[src/hw/rtl/ifp_pkg.sv]
// ifp_pkg: types, character codes and helper functions for the
// infix-to-prefix operator stack core. No dependencies.
`timescale 1ns / 1ps

package ifp_pkg;

  localparam int DEF_STACK_DEPTH = 32;
  localparam int CHAR_W = 8;
  localparam int CODE_W = 3;
  localparam int STAT_W = 2;

  // stack entry codes
  localparam logic [CODE_W-1:0] CODE_PLUS       = 3'd0;
  localparam logic [CODE_W-1:0] CODE_MINUS      = 3'd1;
  localparam logic [CODE_W-1:0] CODE_MUL        = 3'd2;
  localparam logic [CODE_W-1:0] CODE_DIV        = 3'd3;
  localparam logic [CODE_W-1:0] CODE_CLOSE_BRACE = 3'd4;
  localparam logic [CODE_W-1:0] CODE_CLOSE_PAREN = 3'd5;
  localparam logic [CODE_W-1:0] CODE_CLOSE_BRACK = 3'd6;
  localparam logic [CODE_W-1:0] CODE_CLOSE_BASE = 3'd4;

  localparam logic [STAT_W-1:0] STAT_OK       = 2'd0;
  localparam logic [STAT_W-1:0] STAT_OVERFLOW = 2'd1;
  localparam logic [STAT_W-1:0] STAT_UNMATCHED = 2'd2;

  localparam logic [1:0] PREC_BRACKET = 2'd1;
  localparam logic [1:0] PREC_ADD     = 2'd2;
  localparam logic [1:0] PREC_MUL     = 2'd3;

  typedef enum logic [2:0] {
    ST_IDLE,
    ST_RD,
    ST_CHK,
    ST_PUSH,
    ST_AFTER,
    ST_DONE
  } ifp_state_t;

  typedef enum logic [1:0] {
    MODE_OPEN,
    MODE_OP,
    MODE_FLUSH
  } ifp_mode_t;

  function automatic logic is_close_char(input logic [CHAR_W-1:0] ch);
    return (ch == 8'h7D) || (ch == 8'h29) || (ch == 8'h5D);
  endfunction

  function automatic logic is_open_char(input logic [CHAR_W-1:0] ch);
    return (ch == 8'h7B) || (ch == 8'h28) || (ch == 8'h5B);
  endfunction

  function automatic logic is_op_char(input logic [CHAR_W-1:0] ch);
    return (ch == 8'h2B) || (ch == 8'h2D) || (ch == 8'h2A) || (ch == 8'h2F);
  endfunction

  // code of an operator or closing bracket character
  function automatic logic [CODE_W-1:0] char_code(input logic [CHAR_W-1:0] ch);
    logic [CODE_W-1:0] c;
    case (ch)
      8'h2B:   c = CODE_PLUS;
      8'h2D:   c = CODE_MINUS;
      8'h2A:   c = CODE_MUL;
      8'h2F:   c = CODE_DIV;
      8'h7D:   c = CODE_CLOSE_BRACE;
      8'h29:   c = CODE_CLOSE_PAREN;
      default: c = CODE_CLOSE_BRACK;
    endcase
    return c;
  endfunction

  function automatic logic [CHAR_W-1:0] code_char(input logic [CODE_W-1:0] code);
    logic [CHAR_W-1:0] ch;
    case (code)
      CODE_PLUS:        ch = 8'h2B;
      CODE_MINUS:       ch = 8'h2D;
      CODE_MUL:         ch = 8'h2A;
      CODE_DIV:         ch = 8'h2F;
      CODE_CLOSE_BRACE: ch = 8'h7D;
      CODE_CLOSE_PAREN: ch = 8'h29;
      default:          ch = 8'h5D;
    endcase
    return ch;
  endfunction

  function automatic logic [1:0] code_prec(input logic [CODE_W-1:0] code);
    logic [1:0] p;
    if (code < CODE_MUL) begin
      p = PREC_ADD;
    end else if (code < CODE_CLOSE_BASE) begin
      p = PREC_MUL;
    end else begin
      p = PREC_BRACKET;
    end
    return p;
  endfunction

endpackage

[src/hw/rtl/ifp_ram.sv]
// ifp_ram: generic single-write, single-read synchronous RAM with a
// registered read port. No dependencies.
`timescale 1ns / 1ps

module ifp_ram #(
  parameter int WIDTH = 8,
  parameter int DEPTH = 32
) (
  input  logic                     clk,
  input  logic                     we,
  input  logic [$clog2(DEPTH)-1:0] waddr,
  input  logic [WIDTH-1:0]         wdata,
  input  logic [$clog2(DEPTH)-1:0] raddr,
  output logic [WIDTH-1:0]         rdata
);

  logic [WIDTH-1:0] mem [DEPTH];

  always_ff @(posedge clk) begin
    if (we) begin
      mem[waddr] <= wdata;
    end
    rdata <= mem[raddr];
  end

endmodule

[src/hw/rtl/infix_to_prefix_operator_stack_core.sv]
// infix_to_prefix_operator_stack_core: operator stack for infix-to-prefix
// conversion, stack held in one ifp_ram instance.
// Depends on ifp_pkg and ifp_ram.
`timescale 1ns / 1ps

// Usage
// - s_axis carries one expression character per transaction, rightmost first;
//   tlast marks the leftmost character, which also flushes the stack.
// - m_axis carries the reversed prefix expression one character per
//   transaction. tlast closes the characters caused by one input transaction,
//   tuser[0] marks the last character of the expression and tuser[2:1] holds
//   the status (0 ok, 1 stack overflow, 2 unmatched bracket), equal on all
//   characters of one input transaction.
// - an input is taken only when the sequencer is idle. A plain character or a
//   closing bracket passes through ST_AFTER and ST_DONE. An opening bracket, an
//   operator or the flush walks the stack: a registered stack RAM read and a
//   compare for every entry popped and for the compare that stops the walk, or
//   the read alone when the walk ends on an empty stack; an operator adds a push.
//   Each character is held back one step so the item's last one carries tlast.
// - results leave through an output register, so the next input can be taken
//   while a result waits. A stalled receiver holds the sequencer only when a
//   new character must replace one still waiting in the output register.
// - rst empties the stack and drops any pending result; the stack RAM itself
//   is never cleared, only entries below the fill count are read.

module infix_to_prefix_operator_stack_core
  import ifp_pkg::*;
#(
  parameter int STACK_DEPTH = DEF_STACK_DEPTH
) (
  input  logic              clk,
  input  logic              rst,
  input  logic              s_axis_tvalid,
  output logic              s_axis_tready,
  input  logic [CHAR_W-1:0] s_axis_tdata,  // in_char [7:0]
  input  logic              s_axis_tlast,  // is_final
  output logic              m_axis_tvalid,
  input  logic              m_axis_tready,
  output logic [CHAR_W-1:0] m_axis_tdata,  // out_char [7:0]
  output logic              m_axis_tlast,  // run_last
  output logic [2:0]        m_axis_tuser   // expr_done [0], status [2:1]
);

  localparam int CW = $clog2(STACK_DEPTH + 1);
  localparam int AW = $clog2(STACK_DEPTH);
  localparam logic [CW-1:0] FULL_CNT = CW'(STACK_DEPTH);
  localparam logic [CW-1:0] ONE_CNT = CW'(1);

  ifp_state_t state, state_next;
  ifp_mode_t  mode, mode_next;

  logic [CW-1:0]     count, count_next;
  logic [CW-1:0]     close_cnt, close_cnt_next;
  logic [CODE_W-1:0] op_code;
  logic              fin;
  logic [STAT_W-1:0] stat, stat_next;
  logic              hold_valid, hold_valid_next;
  logic [CHAR_W-1:0] hold, hold_next;

  logic              ram_we;
  logic [AW-1:0]     ram_waddr;
  logic [CODE_W-1:0] ram_wdata;
  logic [AW-1:0]     ram_raddr;
  logic [CODE_W-1:0] top;
  logic [CW-1:0]     count_dec;

  logic accept, full, out_free;
  logic in_close, in_open, in_op;
  logic top_is_op, pop_it, emit_it, chk_stall, need_out;
  logic load_emit, load_done;
  logic [CW-1:0] close_after;
  logic [STAT_W-1:0] acc_stat;

  assign s_axis_tready = (state == ST_IDLE);
  assign accept = s_axis_tvalid && s_axis_tready;
  assign full = (count == FULL_CNT);
  assign out_free = !m_axis_tvalid || m_axis_tready;

  assign in_close = is_close_char(s_axis_tdata);
  assign in_open  = is_open_char(s_axis_tdata);
  assign in_op    = is_op_char(s_axis_tdata);

  // top of stack always read at count-1; valid in the cycle after count settles
  assign count_dec = count - ONE_CNT;
  assign ram_raddr = count_dec[AW-1:0];

  ifp_ram #(
    .WIDTH (CODE_W),
    .DEPTH (STACK_DEPTH)
  ) u_stack (
    .clk   (clk),
    .we    (ram_we),
    .waddr (ram_waddr),
    .wdata (ram_wdata),
    .raddr (ram_raddr),
    .rdata (top)
  );

  assign top_is_op = (top < CODE_CLOSE_BASE);
  always_comb begin
    case (mode)
      MODE_FLUSH: pop_it = 1'b1;
      MODE_OPEN:  pop_it = top_is_op;
      MODE_OP:    pop_it = (code_prec(top) > code_prec(op_code));
      default:    pop_it = 1'b0;
    endcase
  end
  assign emit_it   = pop_it && top_is_op;
  assign chk_stall = emit_it && hold_valid && !out_free;
  assign need_out  = hold_valid || (stat != STAT_OK) || fin;
  assign load_emit = (state == ST_CHK) && emit_it && hold_valid && !chk_stall;
  assign load_done = (state == ST_DONE) && need_out && out_free;

  // closing brackets left after this item's own work decide the flush status
  always_comb begin
    close_after = close_cnt;
    if (in_close && !full) begin
      close_after = close_cnt + ONE_CNT;
    end else if (in_open && (close_cnt != '0)) begin
      close_after = close_cnt - ONE_CNT;
    end
    if (in_close && full) begin
      acc_stat = STAT_OVERFLOW;
    end else if (in_open && (close_cnt == '0)) begin
      acc_stat = STAT_UNMATCHED;
    end else if (s_axis_tlast && (close_after != '0)) begin
      acc_stat = STAT_UNMATCHED;
    end else begin
      acc_stat = STAT_OK;
    end
  end

  // next state
  always_comb begin
    state_next = state;
    case (state)
      ST_IDLE: begin
        if (accept) begin
          if (in_open || in_op) begin
            state_next = ST_RD;
          end else begin
            state_next = ST_AFTER;
          end
        end
      end
      ST_RD: begin
        if (count != '0) begin
          state_next = ST_CHK;
        end else if (mode == MODE_OP) begin
          state_next = ST_PUSH;
        end else if (mode == MODE_FLUSH) begin
          state_next = ST_DONE;
        end else begin
          state_next = ST_AFTER;
        end
      end
      ST_CHK: begin
        if (chk_stall) begin
          state_next = ST_CHK;
        end else if (pop_it) begin
          state_next = ST_RD;
        end else if (mode == MODE_OP) begin
          state_next = ST_PUSH;
        end else begin
          state_next = ST_AFTER;
        end
      end
      ST_PUSH:  state_next = ST_AFTER;
      ST_AFTER: state_next = fin ? ST_RD : ST_DONE;
      ST_DONE: begin
        if (!need_out || out_free) begin
          state_next = ST_IDLE;
        end
      end
      default: state_next = ST_IDLE;
    endcase
  end

  // datapath and stack control
  always_comb begin
    mode_next       = mode;
    count_next      = count;
    close_cnt_next  = close_cnt;
    stat_next       = stat;
    hold_valid_next = hold_valid;
    hold_next       = hold;
    ram_we          = 1'b0;
    ram_waddr       = count[AW-1:0];
    ram_wdata       = op_code;
    case (state)
      ST_IDLE: begin
        if (accept) begin
          stat_next = acc_stat;
          if (in_close) begin
            ram_wdata = char_code(s_axis_tdata);
            if (!full) begin
              ram_we         = 1'b1;
              count_next     = count + ONE_CNT;
              close_cnt_next = close_cnt + ONE_CNT;
            end
          end else if (in_open) begin
            mode_next = MODE_OPEN;
          end else if (in_op) begin
            mode_next = MODE_OP;
          end else begin
            hold_valid_next = 1'b1;
            hold_next       = s_axis_tdata;
          end
        end
      end
      ST_CHK: begin
        if (!chk_stall) begin
          if (pop_it) begin
            count_next = count_dec;
            if (emit_it) begin
              hold_valid_next = 1'b1;
              hold_next       = code_char(top);
            end
          end else if (mode == MODE_OPEN) begin
            // matching closing bracket is dropped
            count_next     = count_dec;
            close_cnt_next = close_cnt - ONE_CNT;
          end
        end
      end
      ST_PUSH: begin
        if (full) begin
          stat_next = STAT_OVERFLOW;
        end else begin
          ram_we     = 1'b1;
          count_next = count + ONE_CNT;
        end
      end
      ST_AFTER: begin
        if (fin) begin
          mode_next = MODE_FLUSH;
        end
      end
      ST_DONE: begin
        if (load_done) begin
          hold_valid_next = 1'b0;
        end
        if (fin) begin
          count_next     = '0;
          close_cnt_next = '0;
        end
      end
      default: ;
    endcase
  end

  always_ff @(posedge clk) begin
    if (rst) begin
      state         <= ST_IDLE;
      mode          <= MODE_OPEN;
      count         <= '0;
      close_cnt     <= '0;
      hold_valid    <= 1'b0;
      m_axis_tvalid <= 1'b0;
    end else begin
      state      <= state_next;
      mode       <= mode_next;
      count      <= count_next;
      close_cnt  <= close_cnt_next;
      hold_valid <= hold_valid_next;
      if (load_emit || load_done) begin
        m_axis_tvalid <= 1'b1;
      end else if (m_axis_tready) begin
        m_axis_tvalid <= 1'b0;
      end
    end
  end

  always_ff @(posedge clk) begin
    stat <= stat_next;
    hold <= hold_next;
    if (accept) begin
      fin     <= s_axis_tlast;
      op_code <= char_code(s_axis_tdata);
    end
    if (load_emit) begin
      m_axis_tdata <= hold;
      m_axis_tlast <= 1'b0;
      m_axis_tuser <= {stat, 1'b0};
    end else if (load_done) begin
      m_axis_tdata <= hold_valid ? hold : '0;
      m_axis_tlast <= 1'b1;
      m_axis_tuser <= {stat, fin};
    end
  end

  a_count_range: assert property (@(posedge clk) disable iff (rst)
    count <= FULL_CNT)
    else $error("stack count beyond depth");

  a_close_le_count: assert property (@(posedge clk) disable iff (rst)
    (state == ST_IDLE) |-> (close_cnt <= count))
    else $error("more closing brackets than stack entries");

  a_idle_no_hold: assert property (@(posedge clk) disable iff (rst)
    (state == ST_IDLE) |-> !hold_valid)
    else $error("pending character left behind at item end");

  a_flush_empties: assert property (@(posedge clk) disable iff (rst)
    (state == ST_DONE && fin && state_next == ST_IDLE) |=> (count == '0))
    else $error("stack not empty after final item");

  a_no_overwrite: assert property (@(posedge clk) disable iff (rst)
    (load_emit || load_done) |-> out_free)
    else $error("output register overwritten while stalled");

endmodule

[config.mk]
export PLATFORM = sky130hd
export DESIGN_NAME = infix_to_prefix_operator_stack_core
export DESIGN_NICKNAME = d
export VERILOG_FILES = /design/src/hw/rtl/ifp_pkg.sv /design/src/hw/rtl/ifp_ram.sv /design/src/hw/rtl/infix_to_prefix_operator_stack_core.sv
export SDC_FILE = /design/constraint.sdc
export NUM_CORES = 1
export LEC_CHECK = 0
export ABC_AREA = 0
export ABC_CLOCK_PERIOD_IN_PS = 7500
export CORE_UTILIZATION = 40
export DETAILED_ROUTE_END_ITERATION = 7
export DONT_BUFFER_PORTS = 1
export GPL_TIMING_DRIVEN = 0
export SYNTH_ARGS = -nofsm -noshare
export SYNTH_HDL_FRONTEND = slang
export SYNTH_SLANG_ARGS = --single-unit
export TNS_END_PERCENT = 1
[constraint.sdc]
create_clock -name clk -period 7.5 [get_ports clk]
set_input_delay 1.875 -clock clk [delete_from_list [all_inputs] [get_ports clk]]
set_output_delay 1.875 -clock clk [all_outputs]
set_load 0.05 [all_outputs]
==> impl_results.md <==
* Status: finished, final reports clean
* First-pass GRT wire length at about 24000 um
* Hold_ws at 0.5301 ns
* Core Region at 16760 sq um
* Final setup vio count at 0
* Via density at between 5 and 6
* FP Rows at 47
* Hold EP: m_axis_tdata[2]
* Max-slew violation count at 0
* R2r startpoint: count[0]
* Residual DRC at 0
* Ys Warns at 0
* Most frequent cells in the layout: 120 x edfxtp_1, 70 x nor2_1, 32 x nand2_1, 30 x mux4_2
* # diodes at 0
* TritonCTS clock tree: yes
* Inst Count DP at 763
* Fin crit share at a little over half
* Syn avg cell area at 12.80 sq um
* Ys async rst share at 0%
* CP Capture Type: flip-flop
* Hold Startpoint: hold[2]
* Clock-pin slew on the worst setup and hold paths at 0.06 ns
* IO Pins at 27
* Slew headroom at 26.84%
* Die height at about 130 um
* Yosys top cell area share at about 52%
* Fmax at 0.2450 GHz
* DP HPWL at 10620 um
* Final Non-Filler Cells at around 800
* Sum Neg Setup Slack at 0 ns
* Main area contributors after synthesis: edfxtp_1 52%, mux4_2 9.7%, dfxtp_1 6.9%
* Post-synth top area cell: edfxtp_1
* Static leakage power at 2.506 nW
* Slew @ Worst Pin at 1.090 ns
* Maxcap violations at 0
* Most common cell after layout, fill and taps aside: edfxtp_1
* Pwr/cell area at 257.2 nW/um^2
* Post-CTS Setup Inserts at 0
* Cell Area, Synth at 6938 sq um
* Initial DRC Count at 463
* CTS Buffer Depth at 2
* CTS Hold Bufs at 0
* Total gr overflow at 0
* Starting Density at 41.40%
* Register area share after synthesis at 58.86%
* Post-route ant nets at 0
* Wire per inst at 19.04 um
* Gr usage total at 17.97%
* Syn_nets at 565
* Critical path fanouts, max at 10
* EDFF count, synth at 120
* H-Tree Depth at 4
* Die Footprint at 17880 sq um
* Drt pass-1 iters at 7
* RSZ-0062 raised after global routing: false
* Worst EP required at 7.60 ns
* Die width at 133.7 um
* Area delta synth->final at 12.70%
* Final RePlAce weighted congestion at 0.8794
* FF-to-FF End: u_stack.rdata[1]
* Cells on worst reg2reg path at 8
* Hold Path Class: flip-flop to flip-flop
* Post-synthesis cell count at ~540
* # resized after CTS at 0
* PortBufs at 0
* Max VDD drop at 160.4 uV
* Distinct cells, synth at 68
* FF-to-FF setup slack at 3.96 ns
* Final Skew at 0.009239 ns
* Largest net degree at the start of global routing at 33
* Final wirelength at 15140 um
* Clock sink count at 144
* Initial antenna violation count at 0
* Total CTS buffers at 17
* Crit path DAT at 4.18 ns
* Fin crit period at roughly 4.1 ns
* Worst-Skew Late Latency at 0.43 ns
* Nets@finish at 585
* Vias after detailed routing at ~4500
* Critical Path Start Type: primary input
* Synthesized flop and latch total at between 100 and 150
* Root buf cell: clkbuf_16
* Setup CP Type: primary input to flip-flop
* Predominant post-synthesis flop cell: edfxtp_1
* Ratio of cells with drive above 1 in the final layout at between 10% and 20%
* Final Hold Viols at 0
* Number of cells on the worst hold path at 1
* Vias in the first global route at 4418
## critical path, stage by stage
cell       delay, ns
buf_2           0.16
nor4b_2         0.33
o2111ai_1       0.28
o21ai_0         0.58
and2_1          0.28
nand2_1         0.30
nor2_1          0.37
## synth_stat cells, types with 2 or more instances
cell and instances:
nor3_1 13, a211oi_1 6, nor4_1 3, o211ai_1 3, a221o_1 2, and2_1 14
mux4_2 30, nand4b_1 3, or3_1 2, o41ai_1 2, a22o_1 2, buf_2 9
a21o_1 2, inv_1 14, nor4b_1 2, a32oi_1 3, nand2_1 32, or4_1 3
a21oi_1 24, or2_2 4, and3_1 8, a31oi_1 6, o21ai_0 12, nand2b_1 7
nor3b_1 2, ha_1 10, nor2_1 70, or3_2 2, mux2_2 7, o22ai_1 6
a41oi_1 2, o31ai_1 4, xor2_1 3, o21a_1 4, nand3_1 14, xnor2_1 6
clkbuf_1 18, dfxtp_1 24, o21bai_1 2, nand4_1 4, nor2b_1 9, edfxtp_1 120
buf_1 4
## cells by family after synthesis
| logic type | count (synthesis) | synth area share, % |
|---|---|---|
| buffers and inverters | 46 | 2.759 |
| DFF | 144 | 58.86 |
| muxes | 39 | 11.24 |
| adders and majority gates | 10 | 1.803 |
| AOI/OAI and AO/OA | 94 | 9.631 |
| xor gates and xnor gates | 9 | 1.136 |
| and+or+nand+nor | 200 | 14.57 |
## registers in the layout, summed over array words and instances (netlist names), 2 cells and up
| name | cells |
|---|---|
| close_cnt | 6 |
| count | 6 |
| hold | 8 |
| m_axis_tdata | 8 |
| m_axis_tuser | 3 |
| mode | 2 |
| op_code | 3 |
| stat | 2 |
| state | 3 |
| u_stack.mem | 96 |
| u_stack.rdata | 3 |
## worst max-delay path by stage
stage | startpoint | end | slack [ns] | cells after the start
2_1_floorplan | s_axis_tdata[2] | u_stack.mem[30][0] | 3.86 | 7
3_3_place_gp | s_axis_tdata[2] | u_stack.mem[14][0] | 2.98 | 7
3_5_place_dp | s_axis_tdata[2] | u_stack.mem[13][0] | 2.96 | 7
4_1_cts | s_axis_tdata[2] | u_stack.mem[13][1] | 3.40 | 7
5_1_grt | s_axis_tdata[2] | u_stack.mem[13][2] | 3.25 | 7
6_report | s_axis_tdata[2] | u_stack.mem[13][2] | 3.42 | 7
## routing by layer
metal | track usage (%) | part of all wire, %
met3 | 3.995 | 5.0
met4 | 7.449 | 1.7
met1 | 24.06 | 45
met2 | 28.21 | 49
met5 | 0 | 0
## metrics by stage
| stage | instance area (sq um) | util [%] | setup slack [ns] | total power [mW] |
|---|---|---|---|---|
| CTS | 7819 | 46.65 | 3.399 | 2.025 |
| finish | 7819 | 46.65 | 3.419 | 2.011 |
| floorplan | 6938 | - | 3.860 | 1.120 |
| detailed placement | 7229 | 43.14 | 2.960 | 1.185 |
| global route | 7819 | 46.65 | 3.253 | 2.085 |
| global placement | 7213 | 43.04 | 2.984 | 1.176 |
## power by group
group          switching [mW]  internal (mW)
Clock                   0.367          0.474
Combinational           0.149          0.105
Sequential             0.0283          0.888
## cell type report
type	count	area [sq um]
fillers	1460	8941
clock buffers	18	429.2
flip-flops and latches	144	4084
multi-input cells	352	2668
plain buffers	32	138.9
well taps	220	275.3
repair buffers	1	11.26
clock inverters	14	160.2
inverters	14	52.55
Power figures use the tool's default switching activity.
